File: config.mk
export PLATFORM = sky130hd
export DESIGN_NAME = fvcs_mod
export DESIGN_NICKNAME = d
export VERILOG_FILES = /design/src/rtl/core/fvcs_pkg.sv /design/src/rtl/core/fvcs_mod.sv
export SDC_FILE = /design/constraint.sdc
export NUM_CORES = 2
export LEC_CHECK = 0
export BUFFER_PORTS_ARGS = -buffer_cell sky130_fd_sc_hd__buf_2
export CORE_MARGIN = 3
export CORE_UTILIZATION = 40
export CTS_CLUSTER_SIZE = 25
export DETAILED_ROUTE_END_ITERATION = 12
export MAX_ROUTING_LAYER = met4
export PLACE_DENSITY_LB_ADDON = 0.12
export RECOVER_POWER = 100
export SYNTH_ARGS = -nofsm -noshare
export SYNTH_HDL_FRONTEND = slang
export SYNTH_SLANG_ARGS = --single-unit
File: constraint.sdc
create_clock -name clk_i -period 15.2 [get_ports clk_i]
set_input_delay 0 -clock clk_i [delete_from_list [all_inputs] [get_ports clk_i]]
set_output_delay 0 -clock clk_i [all_outputs]
set_load 0.03 [all_outputs]
File: src/rtl/core/fvcs_pkg.sv
`timescale 1ns / 1ps

package fvcs_pkg;

  // Encoder and angle formats
  localparam int unsigned COUNTS_PER_TURN  = 4096;
  localparam int unsigned CNT_W            = $clog2(COUNTS_PER_TURN);
  localparam int unsigned ANG_W            = 16;
  localparam int unsigned ANG_SHIFT        = ANG_W - CNT_W;
  localparam logic [ANG_W-1:0] QUARTER_TURN = ANG_W'(1 << (ANG_W - 2));
  localparam logic [ANG_W-1:0] THIRD_TURN   = ANG_W'(21845);

  // Register and field widths
  localparam int unsigned PP_W             = 6;
  localparam logic [PP_W-1:0] PAIR_CNT_RST = PP_W'(7);
  localparam int unsigned MODE_W           = 2;
  localparam int unsigned VOLT_W           = 15;
  localparam int unsigned SIN_W            = 16;

  // Sine table: quarter wave, one entry per quantized step
  localparam int unsigned SINE_TABLE_DEPTH = 1024;
  localparam int unsigned SINE_IDX_W       = $clog2(SINE_TABLE_DEPTH);
  localparam int unsigned LUT_IDX_W        = SINE_IDX_W - 2;
  localparam int unsigned LUT_DEPTH        = 1 << LUT_IDX_W;
  localparam int unsigned R_STEP_SHIFT     = (ANG_W - 2) - LUT_IDX_W;
  localparam int unsigned MAG_W            = SIN_W - 1;

  // Voltage and duty formats (voltages in Q25 volts)
  localparam int unsigned U_W              = VOLT_W + SIN_W;
  localparam int unsigned SHIFT_W          = U_W + 2;
  localparam int unsigned X_W              = U_W + 3;
  localparam int unsigned XC_W             = 30;
  localparam logic [XC_W-1:0] SUPPLY_Q25   = XC_W'(12 << 25);
  localparam logic [XC_W-1:0] X_MAX        = XC_W'(24 << 25);
  localparam int unsigned PWM_FULL_SCALE   = 4200;
  localparam int unsigned DUTY_W           = 13;
  // Full range is 24 V = 3 * 2^28 in Q25, so scale by full/3 and drop 28 bits
  localparam int unsigned DUTY_MUL         = PWM_FULL_SCALE / 3;
  localparam int unsigned DUTY_MUL_W       = $clog2(DUTY_MUL + 1);
  localparam int unsigned DUTY_SHIFT       = 28;
  localparam int unsigned DPROD_W          = XC_W + DUTY_MUL_W;

  typedef enum logic [MODE_W-1:0] {
    MODE_CLOSED  = 2'd0,
    MODE_OPEN    = 2'd1,
    MODE_ALIGN   = 2'd2,
    MODE_RELEASE = 2'd3
  } mode_e;

  // Word leaving the angle stage
  typedef struct packed {
    logic [ANG_W-1:0]         angle;
    logic signed [VOLT_W-1:0] volts;
  } fvcs_ang_t;

  // Word leaving the sine stage
  typedef struct packed {
    logic [2:0][SIN_W-1:0]    sine;
    logic signed [VOLT_W-1:0] volts;
  } fvcs_sin_t;

  typedef logic [LUT_DEPTH-1:0][MAG_W-1:0] sine_lut_t;

  // Odd degree-9 polynomial for sin over the first quadrant, r in 0..16384
  function automatic logic [MAG_W-1:0] sine_q15(logic [14:0] r);
    logic [63:0] t;
    logic [63:0] t2;
    logic [63:0] acc;
    logic [63:0] v;
    t   = 64'(r) << 16;
    t2  = (t * t) >> 30;
    acc = 64'd5026919 - ((64'd172272 * t2) >> 30);
    acc = 64'd85568837 - ((acc * t2) >> 30);
    acc = 64'd693598668 - ((acc * t2) >> 30);
    acc = 64'd1686629713 - ((acc * t2) >> 30);
    v   = (acc * t) >> 30;
    v   = (v + 64'd16384) >> 15;
    if (v > 64'd32767) begin
      v = 64'd32767;
    end
    return MAG_W'(v);
  endfunction

  function automatic sine_lut_t build_sine_lut();
    sine_lut_t lut;
    for (int k = 0; k < LUT_DEPTH; k++) begin
      lut[k] = sine_q15(15'(k << R_STEP_SHIFT));
    end
    return lut;
  endfunction

  localparam sine_lut_t SINE_LUT = build_sine_lut();
  localparam logic [MAG_W-1:0] SINE_PEAK = sine_q15(15'(1 << (ANG_W - 2)));

endpackage

File: src/rtl/core/fvcs_mod.sv
`timescale 1ns / 1ps

module fvcs_mod (
  input  logic                          clk_i,
  input  logic                          rst_ni,
  input  logic                          in_valid_i,
  output logic                          in_ready_o,
  input  fvcs_pkg::fvcs_sin_t           in_word_i,
  output logic                          out_valid_o,
  input  logic                          out_ready_i,
  output logic [fvcs_pkg::DUTY_W-1:0]   duty_a_o,
  output logic [fvcs_pkg::DUTY_W-1:0]   duty_b_o,
  output logic [fvcs_pkg::DUTY_W-1:0]   duty_c_o
);
  import fvcs_pkg::*;

  logic                       v_u_q, v_sh_q, v_x_q, v_d_q;
  logic                       rdy_u, rdy_sh, rdy_x, rdy_d;
  logic signed [U_W-1:0]      u_d [3];
  logic signed [U_W-1:0]      u_q [3];
  logic signed [U_W-1:0]      u2_q [3];
  logic signed [U_W-1:0]      hi, lo;
  logic signed [SHIFT_W-1:0]  shift_d, shift_q;
  logic signed [X_W-1:0]      x [3];
  logic [XC_W-1:0]            xc_d [3];
  logic [XC_W-1:0]            xc_q [3];
  logic [DPROD_W-1:0]         dprod [3];
  logic [DUTY_W-1:0]          duty_q [3];

  // Ready chain through the four stages
  assign rdy_d      = !v_d_q || out_ready_i;
  assign rdy_x      = !v_x_q || rdy_d;
  assign rdy_sh     = !v_sh_q || rdy_x;
  assign rdy_u      = !v_u_q || rdy_sh;
  assign in_ready_o = rdy_u;

  // Stage 1: phase voltages, volts times sine
  always_comb begin
    for (int p = 0; p < 3; p++) begin
      u_d[p] = in_word_i.volts * $signed(in_word_i.sine[p]);
    end
  end

  // Stage 2: min/max zero-sequence shift toward half supply
  always_comb begin
    hi = u_q[0];
    lo = u_q[0];
    for (int p = 1; p < 3; p++) begin
      if (u_q[p] > hi) hi = u_q[p];
      if (u_q[p] < lo) lo = u_q[p];
    end
    shift_d = $signed(SHIFT_W'(SUPPLY_Q25)) - SHIFT_W'(hi) - SHIFT_W'(lo);
  end

  // Stage 3: doubled shifted voltage, clamped to the supply range
  always_comb begin
    for (int p = 0; p < 3; p++) begin
      x[p] = (X_W'(u2_q[p]) <<< 1) + X_W'(shift_q);
      if (x[p][X_W-1]) begin
        xc_d[p] = '0;
      end else if (x[p][X_W-2:0] > (X_W-1)'(X_MAX)) begin
        xc_d[p] = X_MAX;
      end else begin
        xc_d[p] = XC_W'(x[p]);
      end
    end
  end

  // Stage 4: scale to compare counts
  always_comb begin
    for (int p = 0; p < 3; p++) begin
      dprod[p] = DPROD_W'(xc_q[p]) * DPROD_W'(DUTY_MUL);
    end
  end

  // Advance the valid bits
  always_ff @(posedge clk_i or negedge rst_ni) begin
    if (!rst_ni) begin
      v_u_q  <= 1'b0;
      v_sh_q <= 1'b0;
      v_x_q  <= 1'b0;
      v_d_q  <= 1'b0;
    end else begin
      if (rdy_u)  v_u_q  <= in_valid_i;
      if (rdy_sh) v_sh_q <= v_u_q;
      if (rdy_x)  v_x_q  <= v_sh_q;
      if (rdy_d)  v_d_q  <= v_x_q;
    end
  end

  // Load payload only when a word moves in
  always_ff @(posedge clk_i) begin
    if (in_valid_i && rdy_u) begin
      u_q <= u_d;
    end
    if (v_u_q && rdy_sh) begin
      u2_q    <= u_q;
      shift_q <= shift_d;
    end
    if (v_sh_q && rdy_x) begin
      xc_q <= xc_d;
    end
    if (v_x_q && rdy_d) begin
      for (int p = 0; p < 3; p++) begin
        duty_q[p] <= dprod[p][DUTY_SHIFT +: DUTY_W];
      end
    end
  end

  assign out_valid_o = v_d_q;
  assign duty_a_o    = duty_q[0];
  assign duty_b_o    = duty_q[1];
  assign duty_c_o    = duty_q[2];

`ifndef SYNTH
  a_clamp_range: assert property (@(posedge clk_i) disable iff (!rst_ni)
    v_x_q |-> ((xc_q[0] <= X_MAX) && (xc_q[1] <= X_MAX) && (xc_q[2] <= X_MAX)))
    else $error("clamped voltage beyond supply range");
  a_duty_range: assert property (@(posedge clk_i) disable iff (!rst_ni)
    v_d_q |-> ((duty_q[0] <= DUTY_W'(PWM_FULL_SCALE))
            && (duty_q[1] <= DUTY_W'(PWM_FULL_SCALE))
            && (duty_q[2] <= DUTY_W'(PWM_FULL_SCALE))))
    else $error("duty beyond full scale");
`endif

endmodule

After elaboration in Yosys (flattened, before gate mapping)
Memory sizes are Yosys's and may differ from the RTL's. Cells that the tools add are included.

Bits in registers: 313. Memory bits (writable): 39. Input port bits: 67. Logic and storage cells: 60. Memories: 1.

Memory list: duty_q (words 3, width 13, read ports 3, clocked after Yosys merged registers in 0, wr ports 3, line fvcs_mod.sv:28) `logic [DUTY_W-1:0] duty_q [3];`.

Add/subtract/negate cells: 5. Multipliers: 6. Order comparisons: 7. Multiplexer cells: 9. Reduce and logical (&&, ||, !) cells: 15.

Operators with widths (number): two-way mux 31 bit (4); multiplier 30 x 8 -> 38 bit, second input constant (3); adder 32 x 33 -> 34 bit (3); greater-than comparator 33 x 30 -> 1 bit, second input constant (3); multiplier 15 x 16 -> 31 bit (3); two-way mux 30 bit (3); greater-than comparator 31 bit (2); less-than comparator 31 bit (2); subtractor 32 x 31 -> 33 bit (1); subtractor 30 x 31 -> 32 bit, first input constant (1); OR reduction 2 bit (3); logical AND 1 bit (4); zero test 1 bit (4); logical OR 1 bit (4); two-way mux 1 bit (2).

Longest topological paths before layout
Depth after elaboration: 6. Mapped depth: 39.

Least setup slack after synthesis
No wires, ideal clock.

Kind: flip-flop to flip-flop. Start point: register u_q[61] (netlist bit). End point: register shift_q[25] (data pin). Setup time: 0.259 ns. Arrival time: 8.019 ns. Required time: 14.941 ns. Setup slack: 6.922 ns. Cell stages (with the launch flop): 35. Path buffers: 4. Period minus slack after synthesis: 8.278 ns. Path through: edfxtp_1 -> ha_1 -> and4_1 -> and2_1 -> o22ai_1 -> o311ai_2 -> buf_2 -> buf_1 -> mux2i_1 -> ha_1 -> a21o_1 -> a21o_1 -> a21oi_1 -> o21ai_0 -> a211oi_1 -> o21ai_0 -> a21oi_1 -> mux2_2 -> o21a_1 -> buf_2 -> buf_2 -> mux2_2 -> ha_1 -> ha_1 -> fa_1 -> a21o_1 -> a221oi_1 -> o211ai_1 -> a21o_1 -> a211o_1 -> a21oi_1 -> o21bai_1 -> a21o_1 -> a21oi_1 -> xnor2_1.

Longest elaborated chain between the ends: 6. Elaborated cells on any way between the ends: 10.

RTL lines: from (decl) (line fvcs_mod.sv:20) `logic signed [U_W-1:0] u_q [3];`; from (signal assigned) (line fvcs_mod.sv:94) `u_q <= u_d;`; greater-than comparator 31 bit (line fvcs_mod.sv:49) `if (u_q[p] > hi) hi = u_q[p];`; two-way mux 31 bit (line fvcs_mod.sv:49); greater-than comparator 31 bit (line fvcs_mod.sv:49); two-way mux 31 bit (line fvcs_mod.sv:49); subtractor 30 x 31 -> 32 bit (line fvcs_mod.sv:52) `shift_d = $signed(SHIFT_W'(SUPPLY_Q25)) - SHIFT_W'(hi) - SHIFT_W'(lo);`; subtractor 32 x 31 -> 33 bit * (line fvcs_mod.sv:52); named net shift_d[25] (line fvcs_mod.sv:23) `logic signed [SHIFT_W-1:0] shift_d, shift_q;`; to (signal assigned) (line fvcs_mod.sv:98) `shift_q <= shift_d;`; to (decl) (line fvcs_mod.sv:23).

The timed path passes the listed nets; every way through them passes the cells marked *. A chain may end at the register's enable or synchronous reset.

Worst setup path in the final report
Start point: register u_q[57] (netlist bit). End point: register shift_q[25] (data pin).

Same word-level chain as after synthesis.

==> reports/results.env <==
OUTCOME='complete, but fails checks'
VIOLATIONS='capacitance limit, slew limit'
CP_DATA_ARRIVAL_TIME_NS=12.20
MULTI_INPUT_COMB_AREA_UM2=47100
CTS_MAX_PATH_BUFFERS=3
GRT_MAX_DEGREE=72
CRITPATHLAUNCHTYPE='register'
CAP_VIOL_MAX_COUNT=11
TIMING_HOLD_VIOLATIONS_FINAL=0
FF_LATCH_AREA_UM2=10600
ITERATION_0_DRC_MARKERS=2357
NUMCTSBUFFERS=40
WORST_SETUP_PATH_STARTPOINT='u_q[57]$_DFFE_PP_'
SYNTH-XOR-AREA-SHARE=0.0287
CTS_SETUP_BUFFERS=0
SYNTHESIZED_AREA_UM2=63400
FF_LATCH_COUNT_SYNTH=352
FLOORPLAN.DIE.HEIGHT_UM=404
TOTAL_VIA_COUNT_AFTER_DETAILED_ROUTING=43400
SIMPLE_GATE_FRACTION_OF_SYNTH_AREA=0.120
CRITPATHBUFINV=1
TIMING.RR.START='u_q[57]$_DFFE_PP_'
CLK-INSERTION-DELAY-LATE_NS=0.59
POST_SYNTH_MUX_AREA_SHARE=0.0220
GPL.FINAL_WEIGHTED_CONGESTION=0.918
SYNTH_COMPOUND_GATE_AREA_SHARE=0.0851
SYNTH.LIB_CELLS_USED.DISTINCT=95
WIRE_LENGTH_OF_THE_FIRST_GLOBAL_ROUTING_PASS_MM=266
WL_PER_CELL_UM=19.5
SETUP_WS_NS=3.34
STARTING_DENSITY_OF_THE_CORE=0.404
TIMING.SETUP.CRITICAL_PATH_CLASS='register to register'
GRT_PASS1_VIAS=46600
SYNTH_TOP_FAMILY_BY_AREA='adder cells'
FRACTION_OF_LAYOUT_CELLS_WITH_A_SIZE_SUFFIX_ABOVE_1=0.0419
CRITPATHCAPTURETYPE='register'
GRT_SETUP_UNREPAIRED='no'
YS_SEQ_AREA_FRAC=0.166
TIMING.MAX_SLEW.REL_SLACK=-1.55
DRT-TOTAL-WL_MM=164
WORST_SLEW_PIN_SLEW_NS=3.83
SYN-MEAN-INSTANCE-AREA_UM2=10.0
SYNTH_NETS=8239
CRIT_PATH_FREQUENT_CELL='sky130_fd_sc_hd__a21o_1'
WORST_PATH_MAX_DELAY_CELL='sky130_fd_sc_hd__clkbuf_1'
HOLD_PATH_CLASS='primary input to register'
WORST-ENDPOINT-REQUIRED_NS=15.54
POST_SYNTH_INST_COUNT=6313
WORST_HOLD_STARTPOINT='in_word_i[15]'
CLK_SINK_COUNT=352
REPORT.FINAL.SLEW_VIOL_COUNT=501
CPLARGESTDELAYFAMILY='compound AO/OA/AOI/OAI gates'
CTS_RESIZED=0
TRITONCTS_CLOCK_TREE='yes'
POST_SYNTH_FA_HA_MAJ_AREA_FRACTION=0.489
MIN_PERIOD_OVER_PERIOD=0.780
DETAIL-ROUTE-ANTENNA-NETS=0
TIMING.CRITICAL_PATH.FANOUT_MAX=33
STD_CELL_ROWS=145
GRT_ANTENNA_BEFORE_REPAIR=12
DRT_PASS1_ITERATIONS=5
CLOCK_TRANSITION_AT_THE_REGISTERS_OF_THE_REPORTED_PATHS_NS=0.06
SYNTHARSTFLOPSHARE=0.0114
DESIGN.DIE.AREA_UM2=163000
FLOORPLAN.IO_PINS=108
H-TREE-DEPTH=2
FINAL-SETUP-VIOL-COUNT=0
DIE_WIDTH_UM=404
PORT-BUFFER-COUNT=107
CRIT_PATH_TIME_FINAL_NS=11.86
MAX_CLOCK_SKEW_NS=0.0188
VIASPERCELL=5.16
DETAILED_PLACE_HPWL_MM=135
YS.WARNINGS.COUNT=0
SYNTH_EDF_COUNT=348
FILL_CELLS=15400
HOLD_BUFFERS=7
FINAL_NET_COUNT=8239
FMAXACHIEVABLE_GHz=0.0843
TIMING.CRITICAL_PATH.SLOWEST_CELL_DELAY_NS=1.95
GLOBAL_ROUTE_USAGE_SUM=0.212
PLACE_WS_NS=5.64
SETUP_TNS_NS=0
CTS_ROOT_BUFFER='sky130_fd_sc_hd__clkbuf_16'
GRT_OVERFLOW=0
PLACEABLECOREAREA_UM2=157000
AREA_DELTA_SYNTH_FINAL_PCT=5.98
DRCVIOLATIONCOUNT=0
SYNTHFLOPTYPE='sky130_fd_sc_hd__edfxtp_1'
[logic make-up (layout without fill, tap and decap cells)]
| family | Yosys count | count (layout) |
|---|---|---|
| adders and majority gates | 1859 | 1859 |
| and+or+nand+nor | 1500 | 1500 |
| buffers and inverters | 1480 | 1508 |
| AOI/OAI and AO/OA | 782 | 782 |
| DFF | 352 | 352 |
| xor gates and xnor gates | 208 | 208 |
| muxes | 132 | 132 |
| other | 0 | 7 |
[routing by layer]
layer  wire length, um  vias up  global-route usage
li1                  -    20600                   -
met4              4100        0              0.0436
met3              5360      155              0.0151
met5                 0        -                   -
met2             77300      747               0.350
met1             76900    21900               0.290
[flip-flops by register name (all words and copies together) (netlist names), 33 cells and up]
register  count
u2_q         93
u_q          93
xc_q         90
duty_q       39
shift_q      33
[cell usage after synthesis (22+ instances only)]
master | count | area share
sky130_fd_sc_hd__edfxtp_1 | 348 | 0.16
sky130_fd_sc_hd__fa_1 | 1033 | 0.33
sky130_fd_sc_hd__a211oi_1 | 39 | 0.0046
sky130_fd_sc_hd__nand2_1 | 561 | 0.033
sky130_fd_sc_hd__inv_1 | 1300 | 0.077
sky130_fd_sc_hd__clkbuf_1 | 148 | 0.0088
sky130_fd_sc_hd__nand2b_1 | 71 | 0.0070
sky130_fd_sc_hd__nor2b_1 | 32 | 0.0032
sky130_fd_sc_hd__mux2i_1 | 71 | 0.011
sky130_fd_sc_hd__and3_1 | 32 | 0.0032
sky130_fd_sc_hd__o21a_1 | 47 | 0.0056
sky130_fd_sc_hd__mux2_2 | 61 | 0.011
sky130_fd_sc_hd__nand4_1 | 49 | 0.0048
sky130_fd_sc_hd__o21bai_1 | 23 | 0.0027
sky130_fd_sc_hd__buf_2 | 22 | 0.0017
sky130_fd_sc_hd__a21o_1 | 136 | 0.016
sky130_fd_sc_hd__and2_1 | 265 | 0.026
sky130_fd_sc_hd__xor2_1 | 66 | 0.0091
sky130_fd_sc_hd__nor2_1 | 163 | 0.0097
sky130_fd_sc_hd__o211ai_1 | 24 | 0.0028
sky130_fd_sc_hd__nor4_1 | 37 | 0.0037
sky130_fd_sc_hd__nand3_1 | 72 | 0.0057
sky130_fd_sc_hd__ha_1 | 826 | 0.16
sky130_fd_sc_hd__a21oi_1 | 197 | 0.016
sky130_fd_sc_hd__nor3_1 | 105 | 0.0083
sky130_fd_sc_hd__o21ai_0 | 104 | 0.0082
sky130_fd_sc_hd__xnor2_1 | 142 | 0.020
sky130_fd_sc_hd__a31oi_1 | 22 | 0.0022
[worst reg2reg max path: cells and delay by family, from the launching register on]
kind                     cells  cell delay, ns
multiplexers                 3            1.20
adder cells (fa/ha/maj)      5            1.60
buffers and inverters        1            1.95
AO/OA/AOI/OAI               19            5.77
XOR/XNOR                     1            0.08
flip-flops                   1            0.45
AND/OR/NAND/NOR              3            0.58
[layout by cell type (no fill, tap or decap), drive strengths merged, types with 39 or more instances in the layout]
cell type	count
nor2	166
nand2	561
and2	266
fa	1033
buf	83
edfxtp	348
a21o	136
ha	826
a21oi	201
nand2b	71
nor4	39
o21ai	108
inv	1306
mux2	61
mux2i	71
o21a	47
nor3	118
a211oi	43
clkbuf	89
xor2	66
nand4	49
nand3	72
xnor2	142
[path summary, 6_finish.rpt]
kind / to / slack (ns) / depth (start not counted)
worst min-delay path: u_q[62]$_DFFE_PP_ / 0.06 / 2
worst max register to register: shift_q[25]$_DFFE_PP_ / 3.34 / 32
worst max-delay path: shift_q[25]$_DFFE_PP_ / 3.34 / 32
min in group asynchronous: out_valid_o$_DFFE_PN0P_ / 0.31 / 3
max in group asynchronous: v_x_q$_DFFE_PN0P_ / 14.72 / 3
worst min register to register: u2_q[31]$_DFFE_PP_ / 0.50 / 0
[cell type report]
type | count | area share
diodes | 7 | 0.000261
clock buffers | 41 | 0.0150
clock inverters | 29 | 0.00546
inverters | 1300 | 0.0726
multi-input cells | 4481 | 0.701
flip-flops and latches | 352 | 0.157
well taps | 2058 | 0.0383
repair buffers | 138 | 0.0105
[per-stage QoR]
| step | cell area, um^2 | utilization | hold slack, ns | instances |
|---|---|---|---|---|
| floorplan | 63400 | - | -0.296 | 6313 |
| global placement | 66000 | 0.421 | -0.191 | 8322 |
| detailed placement | 66000 | 0.421 | -0.190 | 8322 |
| CTS | 67400 | 0.430 | 0.0366 | 8399 |
| global route | 67200 | 0.429 | 0.0541 | 8406 |
| finish | 67200 | 0.429 | 0.0615 | 8406 |
Power is not shown: default switching activity piles up to over one toggle a cycle in this logic, so the estimate is an artifact.
