==> src/rtl/core/fvcs_pkg.sv <==
`timescale 1ns / 1ps

package fvcs_pkg;

  // Encoder and angle formats
  localparam int unsigned COUNTS_PER_TURN  = 4096;
  localparam int unsigned CNT_W            = $clog2(COUNTS_PER_TURN);
  localparam int unsigned ANG_W            = 16;
  localparam int unsigned ANG_SHIFT        = ANG_W - CNT_W;
  localparam logic [ANG_W-1:0] QUARTER_TURN = ANG_W'(1 << (ANG_W - 2));
  localparam logic [ANG_W-1:0] THIRD_TURN   = ANG_W'(21845);

  // Register and field widths
  localparam int unsigned PP_W             = 6;
  localparam logic [PP_W-1:0] PAIR_CNT_RST = PP_W'(7);
  localparam int unsigned MODE_W           = 2;
  localparam int unsigned VOLT_W           = 15;
  localparam int unsigned SIN_W            = 16;

  // Sine table: quarter wave, one entry per quantized step
  localparam int unsigned SINE_TABLE_DEPTH = 1024;
  localparam int unsigned SINE_IDX_W       = $clog2(SINE_TABLE_DEPTH);
  localparam int unsigned LUT_IDX_W        = SINE_IDX_W - 2;
  localparam int unsigned LUT_DEPTH        = 1 << LUT_IDX_W;
  localparam int unsigned R_STEP_SHIFT     = (ANG_W - 2) - LUT_IDX_W;
  localparam int unsigned MAG_W            = SIN_W - 1;

  // Voltage and duty formats (voltages in Q25 volts)
  localparam int unsigned U_W              = VOLT_W + SIN_W;
  localparam int unsigned SHIFT_W          = U_W + 2;
  localparam int unsigned X_W              = U_W + 3;
  localparam int unsigned XC_W             = 30;
  localparam logic [XC_W-1:0] SUPPLY_Q25   = XC_W'(12 << 25);
  localparam logic [XC_W-1:0] X_MAX        = XC_W'(24 << 25);
  localparam int unsigned PWM_FULL_SCALE   = 4200;
  localparam int unsigned DUTY_W           = 13;
  // Full range is 24 V = 3 * 2^28 in Q25, so scale by full/3 and drop 28 bits
  localparam int unsigned DUTY_MUL         = PWM_FULL_SCALE / 3;
  localparam int unsigned DUTY_MUL_W       = $clog2(DUTY_MUL + 1);
  localparam int unsigned DUTY_SHIFT       = 28;
  localparam int unsigned DPROD_W          = XC_W + DUTY_MUL_W;

  typedef enum logic [MODE_W-1:0] {
    MODE_CLOSED  = 2'd0,
    MODE_OPEN    = 2'd1,
    MODE_ALIGN   = 2'd2,
    MODE_RELEASE = 2'd3
  } mode_e;

  // Word leaving the angle stage
  typedef struct packed {
    logic [ANG_W-1:0]         angle;
    logic signed [VOLT_W-1:0] volts;
  } fvcs_ang_t;

  // Word leaving the sine stage
  typedef struct packed {
    logic [2:0][SIN_W-1:0]    sine;
    logic signed [VOLT_W-1:0] volts;
  } fvcs_sin_t;

  typedef logic [LUT_DEPTH-1:0][MAG_W-1:0] sine_lut_t;

  // Odd degree-9 polynomial for sin over the first quadrant, r in 0..16384
  function automatic logic [MAG_W-1:0] sine_q15(logic [14:0] r);
    logic [63:0] t;
    logic [63:0] t2;
    logic [63:0] acc;
    logic [63:0] v;
    t   = 64'(r) << 16;
    t2  = (t * t) >> 30;
    acc = 64'd5026919 - ((64'd172272 * t2) >> 30);
    acc = 64'd85568837 - ((acc * t2) >> 30);
    acc = 64'd693598668 - ((acc * t2) >> 30);
    acc = 64'd1686629713 - ((acc * t2) >> 30);
    v   = (acc * t) >> 30;
    v   = (v + 64'd16384) >> 15;
    if (v > 64'd32767) begin
      v = 64'd32767;
    end
    return MAG_W'(v);
  endfunction

  function automatic sine_lut_t build_sine_lut();
    sine_lut_t lut;
    for (int k = 0; k < LUT_DEPTH; k++) begin
      lut[k] = sine_q15(15'(k << R_STEP_SHIFT));
    end
    return lut;
  endfunction

  localparam sine_lut_t SINE_LUT = build_sine_lut();
  localparam logic [MAG_W-1:0] SINE_PEAK = sine_q15(15'(1 << (ANG_W - 2)));

endpackage

==> src/rtl/core/fvcs_angle.sv <==
`timescale 1ns / 1ps

module fvcs_angle (
  input  logic                                clk_i,
  input  logic                                rst_ni,
  input  logic                                cfg_we_i,
  input  logic [fvcs_pkg::PP_W-1:0]           cfg_wdata_i,
  input  logic                                in_valid_i,
  output logic                                in_ready_o,
  input  logic [fvcs_pkg::MODE_W-1:0]         mode_i,
  input  logic [fvcs_pkg::CNT_W-1:0]          encoder_count_i,
  input  logic signed [fvcs_pkg::VOLT_W-1:0]  drive_voltage_i,
  input  logic [fvcs_pkg::ANG_W-1:0]          open_angle_i,
  output logic                                out_valid_o,
  input  logic                                out_ready_i,
  output fvcs_pkg::fvcs_ang_t                 out_word_o
);
  import fvcs_pkg::*;

  logic [PP_W-1:0]        pair_cnt_q;
  logic [CNT_W-1:0]       zero_offset_q;
  logic                   valid_q;
  fvcs_ang_t              word_q;
  fvcs_ang_t              word_d;
  logic [CNT_W+PP_W-1:0]  mech_full;
  logic [CNT_W-1:0]       mech;
  logic [CNT_W-1:0]       elec;
  logic [ANG_W-1:0]       closed_angle;
  logic                   accept;

  assign in_ready_o = !valid_q || out_ready_i;
  assign accept     = in_valid_i && in_ready_o;

  // Mechanical to electrical angle, one turn wraps naturally
  assign mech_full    = encoder_count_i * pair_cnt_q;
  assign mech         = mech_full[CNT_W-1:0];
  assign elec         = mech - zero_offset_q;
  assign closed_angle = {elec, {ANG_SHIFT{1'b0}}} + QUARTER_TURN;

  // Pick angle and voltage per mode; align and release drive zero volts
  always_comb begin
    case (mode_e'(mode_i))
      MODE_CLOSED: begin
        word_d.angle = closed_angle;
        word_d.volts = drive_voltage_i;
      end
      MODE_OPEN: begin
        word_d.angle = open_angle_i;
        word_d.volts = drive_voltage_i;
      end
      default: begin
        word_d.angle = '0;
        word_d.volts = '0;
      end
    endcase
  end

  // Hold the pole pair count and the captured zero offset
  always_ff @(posedge clk_i or negedge rst_ni) begin
    if (!rst_ni) begin
      pair_cnt_q    <= PAIR_CNT_RST;
      zero_offset_q <= '0;
    end else begin
      if (cfg_we_i) begin
        pair_cnt_q <= cfg_wdata_i;
      end
      if (accept && (mode_e'(mode_i) == MODE_ALIGN)) begin
        zero_offset_q <= mech;
      end
    end
  end

  // Advance the stage valid bit
  always_ff @(posedge clk_i or negedge rst_ni) begin
    if (!rst_ni) begin
      valid_q <= 1'b0;
    end else if (in_ready_o) begin
      valid_q <= in_valid_i;
    end
  end

  always_ff @(posedge clk_i) begin
    if (accept) begin
      word_q <= word_d;
    end
  end

  assign out_valid_o = valid_q;
  assign out_word_o  = word_q;

`ifndef SYNTH
  a_offset_only_on_align: assert property (@(posedge clk_i) disable iff (!rst_ni)
    !$stable(zero_offset_q) |-> $past(accept && (mode_e'(mode_i) == MODE_ALIGN)))
    else $error("zero offset moved without an align word");
  a_release_zero_volts: assert property (@(posedge clk_i) disable iff (!rst_ni)
    (accept && (mode_i[1] == 1'b1)) |=> (word_q.volts == '0))
    else $error("release word carries nonzero voltage");
`endif

endmodule

==> config.mk <==
export PLATFORM = sky130hd
export DESIGN_NAME = fvcs_angle
export DESIGN_NICKNAME = d
export VERILOG_FILES = /design/src/rtl/core/fvcs_pkg.sv /design/src/rtl/core/fvcs_angle.sv
export SDC_FILE = /design/constraint.sdc
export NUM_CORES = 1
export LEC_CHECK = 0
export ABC_AREA = 0
export BUFFER_PORTS_ARGS = -buffer_cell sky130_fd_sc_hd__buf_2
export CAP_MARGIN = 25
export CORE_MARGIN = 2
export CORE_UTILIZATION = 60
export DETAILED_ROUTE_END_ITERATION = 8
export PLACE_DENSITY = 0.87
export SYNTH_ARGS = -nofsm -noshare
export SYNTH_HDL_FRONTEND = slang
export SYNTH_SLANG_ARGS = --single-unit
==> constraint.sdc <==
create_clock -name clk_i -period 8.48 [get_ports clk_i]
set_input_delay 1.696 -clock clk_i [delete_from_list [all_inputs] [get_ports clk_i]]
set_output_delay 1.696 -clock clk_i [all_outputs]
set_load 0.005 [all_outputs]
## Word level (Yosys, flattened, before mapping)

Index checks and enable logic that the tools add are counted.

| word-level totals | value |
|---|---|
| output and inout port bits | 33 |
| flip-flop bits (word level) | 50 |
| input bits | 56 |

| operators by class | value |
|---|---|
| muxes and demuxes | 1 |
| $mul | 1 |
| equality and inequality tests | 2 |
| $add $sub $neg | 2 |
| reductions and logical operators | 5 |

Operators by type and width:

| kind | number |
|---|---|
| 31-bit one-hot mux with 2 select lines | 1 |
| 16-bit by 15-bit adder with 16-bit output (second input constant) | 1 |
| 12-bit by 6-bit multiplier with 12-bit output | 1 |
| 12-bit subtractor | 1 |
| 2-bit by 1-bit equality test with 1-bit output (second input constant) | 1 |
| 2-bit equality test (second input constant) | 1 |
| 1-bit logical AND | 2 |
| 2-bit logical NOT | 1 |
| 1-bit logical NOT | 1 |
| 1-bit logical OR | 1 |

## Logic depth before layout (Yosys ltp)

Gate-level depths: netlist of run 1.

| logic depth | value |
|---|---|
| depth in word-level cells | 4 |
| gate-level depth with buffers | 22 |
| depth with buffers taken out | 21 |

## Least setup slack after synthesis of run 1

OpenSTA, ideal clock, no wires.

| path | value |
|---|---|
| kind | input to register |
| start | input port encoder_count_i[3] (netlist bit) |
| end | register word_q, in the netlist out_word_o[30] (data pin) |
| data arrival time | 6.356 ns |
| setup time | 0.158 ns |
| buffers on the path | 0 |
| stages on the path | 19 |
| data required time | 8.322 ns |
| setup slack | 1.965 ns |
| path through | and2_1 fa_1 inv_1 fa_1 fa_1 inv_1 ha_1 nor2b_1 o21ai_1 a21boi_1 o21ai_0 nor2b_1 xnor2_1 ha_1 or4_1 o21ai_1 xnor3_1 xnor3_1 a211oi_2 |

RTL lines:

| what | line | source |
|---|---|---|
| from (decl) | fvcs_angle.sv:11 | `input logic [fvcs_pkg::CNT_W-1:0] encoder_count_i,` |
| to (signal assigned) | fvcs_angle.sv:84 | `word_q <= word_d;` |
| to (decl) | fvcs_angle.sv:23 | `fvcs_ang_t word_q;` |

==> results of run 1 <==
-- layer usage --
layer  vias to the layer above  track usage, %
met5                         -               0
met4                         0            5.05
met3                         6            3.27
met2                        80            38.9
met1                      1389            26.8
li1                       1442               -
-- path summary, 6_finish.rpt --
check / startpoint / end / slack [ns] / cells after the start
min reg2reg: zero_offset_q[4] / zero_offset_q[4] / 0.50 / 2
min in group asynchronous: rst_ni / zero_offset_q[6] / 1.33 / 1
max in group asynchronous: rst_ni / pair_cnt_q[2] / 6.82 / 1
max reg2reg: pair_cnt_q[1] / out_word_o[30] / 2.74 / 19
max: encoder_count_i[3] / out_word_o[30] / 1.80 / 20
min: zero_offset_q[4] / zero_offset_q[4] / 0.50 / 2
-- area by class of cell --
| class | instances | area, um^2 | share of cell area [%] |
|---|---|---|---|
| clock inverters | 3 | 28.8 | 0.624 |
| clock buffers | 5 | 68.8 | 1.49 |
| flip-flops and latches | 50 | 1410 | 30.6 |
| inverters | 55 | 206 | 4.48 |
| repair buffers | 89 | 448 | 9.72 |
| well taps | 77 | 96.3 | 2.09 |
| multi-input cells | 278 | 2350 | 51.0 |
-- cells by family (layout without fill, tap and decap cells) --
family	Yosys count	count (layout)	synth area share, %
AND/OR/NAND/NOR	137	137	18.1
buffers and inverters	66	152	6.27
adder cells (fa/ha/maj)	55	55	22.8
flip-flops	50	50	35.2
AO/OA/AOI/OAI	47	47	7.39
XOR/XNOR	23	23	5.90
multiplexers	16	16	4.40
-- worst max-delay path, stage by stage --
cell and delay [ns]:
buf_2 0.13, and2_1 0.15, fa_1 0.54, inv_1 0.05
fa_1 0.46, fa_1 0.55, inv_1 0.05, ha_1 0.33
nor2b_1 0.15, o21ai_1 0.16, a21boi_1 0.11, o21ai_0 0.34
nor2b_1 0.23, xnor2_1 0.10, ha_1 0.24, or4_1 0.52
o21ai_1 0.24, xnor3_1 0.36, xnor3_1 0.19, a211oi_2 0.22
-- power by group --
group | switching [uW] | internal [uW] | total, uW
clock network | 82.9 | 61.2 | 144
logic | 597 | 592 | 1190
registers | 27.3 | 324 | 352
total | 708 | 978 | 1690
-- state kept, by name, indices dropped and copies added, names as in the netlist --
signal	flops
out_valid_o	1
pair_cnt_q	6
zero_offset_q	12
out_word_o	31
-- synth_stat cells, drive strengths merged, types with 2 or more instances --
library cell   n
inv           55
and2          44
nand2         32
edfxtp        31
fa            30
ha            25
nor2          21
nor2b         19
a21oi         18
dfrtp         16
xnor2         16
o21ai         14
mux2          13
clkbuf         9
nand2b         5
xor2           5
nand3          4
a21o           3
dfstp          3
mux2i          3
nor3           3
nor3b          3
o21a           3
a31oi          2
buf            2
or3            2
or4            2
xnor3          2
-- through the flow --
| stage | instances | instance area [um^2] | setup WS [ns] |
|---|---|---|---|
| 6_report | 557 | 4610 | 1.80 |
| 5_1_grt | 557 | 4610 | 1.48 |
| 4_1_cts | 557 | 4610 | 1.81 |
| 3_5_place_dp | 549 | 4510 | 1.50 |
| 3_3_place_gp | 549 | 4510 | 1.68 |
| 2_1_floorplan | 394 | 4010 | 1.97 |
==> run metrics, run 1 <==
die area 0.00736 mm^2; final setup fails 0; wire length per cell 13.6 um; area delta synth->final 14.9%; critical setup path kind input port to flip-flop; max-cap violations 0; diode count 0; Power, Total 1690 uW; CP Launch Type input port; violated checks DRC; hold crit path type flip-flop to flip-flop; synthesized flop and latch total 50; DPL Wire Length 6130 um; RSZ-0062 raised after global routing false; synthesized instance count 394; ys async rst share 38.0%; worst skew pair latency 0.30 ns; antenna-violating nets left 0; htree depth 2; Tmin final 6.68 ns; final hold viol count 0; Setup Buffers After CTS 0; cell accounting for the most synthesized area edfxtp_1; Synth top area share 23.2%; PostCTS Resize Cnt 0; setup TNS 0 ns; Die Ht 85.8 um; Top Metal Used met4; final wirelength 7560 um; Num CTS Buffers 5; post-synth cell types 44; antenna violations before repair 0; Worst Setup End Kind flip-flop; cts hold-fix bufs 0; Final period util 78.8%; global route overflow 0; Reg clk slew, reported paths 0.10 ns; largest net degree at the start of global routing 33; PwrDens 366 mW/mm^2; Placer Congestion 0.872; Hold WS 0.496 ns; Rows 29; met1 WL 3280 um; first-pass GRT wire length 12600 um; P_leak 0.00218 uW; most common cell after layout, fill and taps aside buf_2; share of layout cells above drive strength 1 24.8%; clock sinks 50; Die W 85.8 um; detailed-route DRC error count 12; number of synthesized flops with an enable pin 31; fill count 469; Worst Skew 0.0153 ns; post-synthesis sequential area ratio 35.2%; root buffer cell clkbuf_8; gr usage total 21.4%; syn_nets 505; synthesized area per cell 10.2 um^2; CP arrival 6.83 ns; final core utilization 71.8%; slew of the pin with the lowest slew margin 0.718 ns; Core Area 0.00642 mm^2; Synth Cell Area 0.00401 mm^2; Nets 590; worst-case clock buffer depth 2; Synth area leaders edfxtp_1 23%, fa_1 15%, dfrtp_1 10%; Initial DRC Count 100; Port Buffers 88; boundary pin count 89; Met2 Wirelength 3810 um; run status complete, but fails checks; DR vias/cell 5.24; Initial Util 62.5%; Post-synth top flop edfxtp_1; commonest non-fill, non-tap cells in the layout 88 x buf_2, 54 x inv_1, 44 x and2_1, 31 x nand2_1, 31 x edfxtp_1; fmax 150 MHz; router iterations before antenna repair 7; CTS tree built; CP required 8.63 ns; Crit Path Max Fanout 6; detailed-routed wire length on met3 405 um; Slew Viols, Final 0; Yosys warning count 0; Max IR drop VDD 0.000159 V; vias 2917; vias in the first global route 2906; slew margin rel. 52.0%
No activity file was read; power rests on OpenSTA's default activity.
==> run 2, diff against run 1 <==
CORE_UTILIZATION = 50   (was 60)
PLACE_DENSITY = 0.77   (was 0.87)
clock period = 5.8 ns   (was 8.48 ns; I/O delays follow)
==> run metrics, run 2 (same netlist as run 1, synthesis figures left out) <==
antenna violations before repair 0; worst-case clock buffer depth 2; Inst Count DP 593; Port Buffers 88; critical setup path kind input port to flip-flop; CP required 5.95 ns; setup TNS 0 ns; CP max stage cell fa_1; Die Ht 93.6 um; vias in the first global route 2800; P_leak 0.00228 uW; Num CTS Buffers 5; global route overflow 0; DPL Wire Length 6090 um; area delta synth->final 20.0%; Final Non-Filler Cells 602; max-cap violations 0; die area 0.00876 mm^2; CP arrival 5.74 ns; root buffer cell clkbuf_8; CP max stage delay 0.55 ns; final wirelength 7550 um; Core Area 0.00777 mm^2; cts hold-fix bufs 0; fmax 179 MHz; Placer Congestion 0.835; Power, Total 2640 uW; final hold viol count 0; Initial DRC Count 64; max reg flops 31; gr usage total 17.8%; vias 3002; Rows 32; run status finished, final reports clean; Worst Skew 0.0109 ns; detailed-route DRC error count 0; Nets 610; Max IR drop VDD 0.000391 V; slew margin rel. 51.6%; CP Launch Type input port; Largest delay share family, worst path adder cells; antenna-violating nets left 0; worst skew pair latency 0.30 ns; share of layout cells above drive strength 1 29.2%; largest net degree at the start of global routing 33; commonest non-fill, non-tap cells in the layout 88 x buf_2, 54 x inv_1, 44 x and2_1, 31 x nand2_1, 31 x edfxtp_1; first-pass GRT wire length 12500 um; diode count 0; Area after DPL 0.00469 mm^2; Slew Viols, Final 0; PwrDens 548 mW/mm^2; clock sinks 50; slew of the pin with the lowest slew margin 0.724 ns; final core utilization 62.0%; CTS tree built; CP Cell Sequence buf_2 > and2_1 > fa_1 > fa_1 > inv_1 > fa_1 > inv_1 > ha_1 > buf_4 > inv_1 > o21ai_1 > a21oi_2 > o21bai_1 > a21oi_1 > xnor2_1 > ha_1 > or3_1 > o221ai_2 > xnor3_1 > xnor3_1 > a211oi_2; final instance area 0.00481 mm^2; Final period util 96.4%; hold crit path type flip-flop to flip-flop; final setup fails 0; wire length per cell 12.5 um; router iterations before antenna repair 4; htree depth 2; Initial Util 51.6%; Worst Setup End Kind flip-flop; DR vias/cell 4.99; most common cell after layout, fill and taps aside buf_2; Tmin final 5.59 ns; Reg clk slew, reported paths 0.10 ns; boundary pin count 89; CP bufs+invs 5; Crit Path Max Fanout 4; Die W 93.6 um
[run 2: cell count changes in the layout (fill, tap and decap cells not counted), sizes merged]
cell and change:
buf +20, clkinv -2, clkinvlp +2
[run 2: final cells by class]
class	instances	area, um^2
fill	678	2960
multi-input combinational	278	2380
sequential	50	1410
timing repair buffer	109	598
inverter	55	206
tap	102	128
clock buffer	5	68.8
clock inverter	3	23.8
[run 2: worst reg2reg max path, delay by kind of cell (launching register included)]
family	cells	cell delay, ns
compound gates	6	1.03
flops	1	0.68
buf+inv	3	0.26
xor+xnor	2	0.54
simple gates	4	0.56
fa+ha+maj	5	1.98
[run 2: path summary, 6_finish.rpt]
| check | from | to | slack (ns) | depth (start not counted) |
|---|---|---|---|---|
| min in group asynchronous | rst_ni | zero_offset_q[9] | 0.79 | 1 |
| setup / recovery | encoder_count_i[1] | out_word_o[30] | 0.21 | 21 |
| max in group asynchronous | rst_ni | pair_cnt_q[0] | 4.68 | 1 |
| setup reg to reg | pair_cnt_q[0] | out_word_o[30] | 0.58 | 20 |
| hold reg to reg | zero_offset_q[4] | zero_offset_q[4] | 0.48 | 2 |
| hold / removal | zero_offset_q[4] | zero_offset_q[4] | 0.48 | 2 |
[run 2: through the flow]
stage / hold WS, ns / setup slack [ns]
after floorplan: 0.450 / 0.0170
after global placement: 0.464 / -0.0827
after detailed placement: 0.470 / -0.199
after CTS: 0.490 / 0.133
after global routing: 0.517 / -0.0110
final: 0.484 / 0.210
[run 2: per-layer routing]
metal / GRT usage [%] / wire length [um] / vias up
met5: 0 / 0 / -
met4: 5.31 / 88 / 0
met3: 2.74 / 403 / 7
met2: 30.1 / 3600 / 74
met1: 23.8 / 3450 / 1424
li1: - / - / 1497
[run 2: timing repair]
item,in CTS,in global routing
setup endpoints to repair,0,1
setup buffers,0,1
gates resized for setup,0,6
[run 2: power breakdown]
part | switching, uW | internal, uW | total [uW]
logic | 919 | 1000 | 1920
registers | 39.7 | 474 | 514
clock network | 117 | 86.3 | 203
total | 1080 | 1560 | 2640
==> run 3, diff against run 2 <==
RECOVER_POWER = 25   (was unset)
==> run metrics, run 3 (same netlist as run 1, synthesis figures left out) <==
Port Buffers 88; CP Launch Type input port; final core utilization 61.9%; vias 3003; first-pass GRT wire length 12500 um; antenna violations before repair 0; Core Area 0.00777 mm^2; Worst Setup End Kind flip-flop; htree depth 2; commonest non-fill, non-tap cells in the layout 86 x buf_2, 54 x inv_1, 44 x and2_1, 31 x nand2_1, 31 x edfxtp_1; vias in the first global route 2800; CP arrival 5.74 ns; final wirelength 7580 um; dpl ws -0.199 ns; Num CTS Buffers 5; fmax 179 MHz; Sw Pwr 1070 uW; run status finished, final reports clean; share of layout cells above drive strength 1 28.8%; most common cell after layout, fill and taps aside buf_2; Initial DRC Count 70; CP max stage delay 0.54 ns; clock network fraction of total power 7.7%; final setup fails 0; DR vias/cell 4.99; max-cap violations 0; Reg clk slew, reported paths 0.10 ns; Placer Congestion 0.835; Worst Skew 0.00983 ns; detailed-route DRC error count 0; boundary pin count 89; CTS tree built; fill count 678; Int Pwr 1560 uW; combinational power share 72.8%; worst skew pair latency 0.31 ns; cts hold-fix bufs 0; Inst Count DP 593; global route overflow 0; PwrDens 548 mW/mm^2; worst-case clock buffer depth 2; hold crit path type flip-flop to flip-flop; clock sinks 50; Sw Share 40.7%; multi-input combinational cell area 0.00238 mm^2; P_leak 0.00227 uW; Final period util 96.3%; critical setup path kind input port to flip-flop; final hold viol count 0; Max IR drop VDD 0.000391 V; wire length per cell 12.6 um; Sequential Power Share 19.5%; diode count 0; antenna-violating nets left 0; router iterations before antenna repair 4; Crit Path Max Fanout 4; DPL Wire Length 6090 um; CP Cell Sequence buf_2 > and2_1 > fa_1 > fa_1 > inv_1 > fa_1 > inv_1 > ha_1 > buf_4 > inv_1 > o21ai_1 > a21oi_2 > o21bai_1 > a21oi_1 > xnor2_1 > ha_1 > or3_1 > o221ai_2 > xnor3_1 > xnor3_1 > a211oi_2; Initial Util 51.6%; Rows 32; Final Non-Filler Cells 602; Storage cell area 0.00141 mm^2; Power, Total 2640 uW; Die Ht 93.6 um; root buffer cell clkbuf_8; gr usage total 17.8%; CP required 5.95 ns; Tmin final 5.59 ns; Slew Viols, Final 0; area delta synth->final 19.9%; largest net degree at the start of global routing 33; CP max stage cell fa_1; die area 0.00876 mm^2; slew margin rel. 30.4%; fin worst setup slack 0.212 ns; Die W 93.6 um; slew of the pin with the lowest slew margin 1.04 ns; Nets 610; max reg flops 31
[run 3: changes by cell type in the layout (fill, tap and decap cells not counted)]
cell,before,now
clkbuf_1,0,2
buf_2,88,86
[run 3: metal layers]
| layer | routed length, um | vias up | GRT usage [%] | part of all wire [%] |
|---|---|---|---|---|
| met5 | 0 | - | 0 | 0 |
| met4 | 92 | 0 | 5.31 | 1.2 |
| li1 | - | 1500 | - | - |
| met2 | 3610 | 77 | 30.1 | 48 |
| met1 | 3470 | 1420 | 23.8 | 46 |
| met3 | 411 | 6 | 2.74 | 5.4 |
[run 3: what timing repair did]
item,CTS,global route
hold endpoints to repair,0,0
buffers inserted,0,1
endpoints found under the setup margin,0,1
resized for setup,0,6
[run 3: final timing paths]
kind / from / endpoint / slack, ns / cells after the start
min in group asynchronous: rst_ni / zero_offset_q[9] / 1.01 / 1
min reg2reg: zero_offset_q[4] / zero_offset_q[4] / 0.48 / 2
max: encoder_count_i[1] / out_word_o[30] / 0.21 / 21
min: zero_offset_q[4] / zero_offset_q[4] / 0.48 / 2
max in group asynchronous: rst_ni / zero_offset_q[8] / 4.16 / 1
max reg2reg: pair_cnt_q[0] / out_word_o[30] / 0.58 / 20
[run 3: layout make-up]
| class | instances | area share, % |
|---|---|---|
| Clock buffer | 5 | 1.43 |
| Clock inverter | 3 | 0.494 |
| Inverter | 55 | 4.29 |
| Multi-Input combinational cell | 278 | 49.4 |
| Sequential cell | 50 | 29.3 |
| Tap cell | 102 | 2.65 |
| Timing Repair Buffer | 109 | 12.4 |
[run 3: power by group through the flow]
stage | clock, uW | sequential (uW) | combinational (uW)
CTS | 211 | 514 | 1880
detailed placement | 0 | 521 | 1870
global placement | 0 | 518 | 1820
floorplan | 0 | 512 | 1440
global route | 226 | 524 | 2160
finish | 204 | 514 | 1920
[run 3: per-stage QoR]
stage	hold slack, ns	area (um^2)	TNS, ns
after global placement	0.464	4690	-0.0827
after global routing	0.517	4810	-0.0110
final	0.484	4810	0
after detailed placement	0.470	4690	-0.199
after CTS	0.490	4780	0
after floorplan	0.450	4020	0
[run 3: critical path: cells and delay by family]
| family | cells | cell delay [ns] |
|---|---|---|
| xor gates and xnor gates | 3 | 0.68 |
| buffers and inverters | 5 | 0.36 |
| AOI/OAI and AO/OA | 6 | 0.90 |
| and+or+nand+nor | 2 | 0.56 |
| adders and majority gates | 5 | 2.07 |
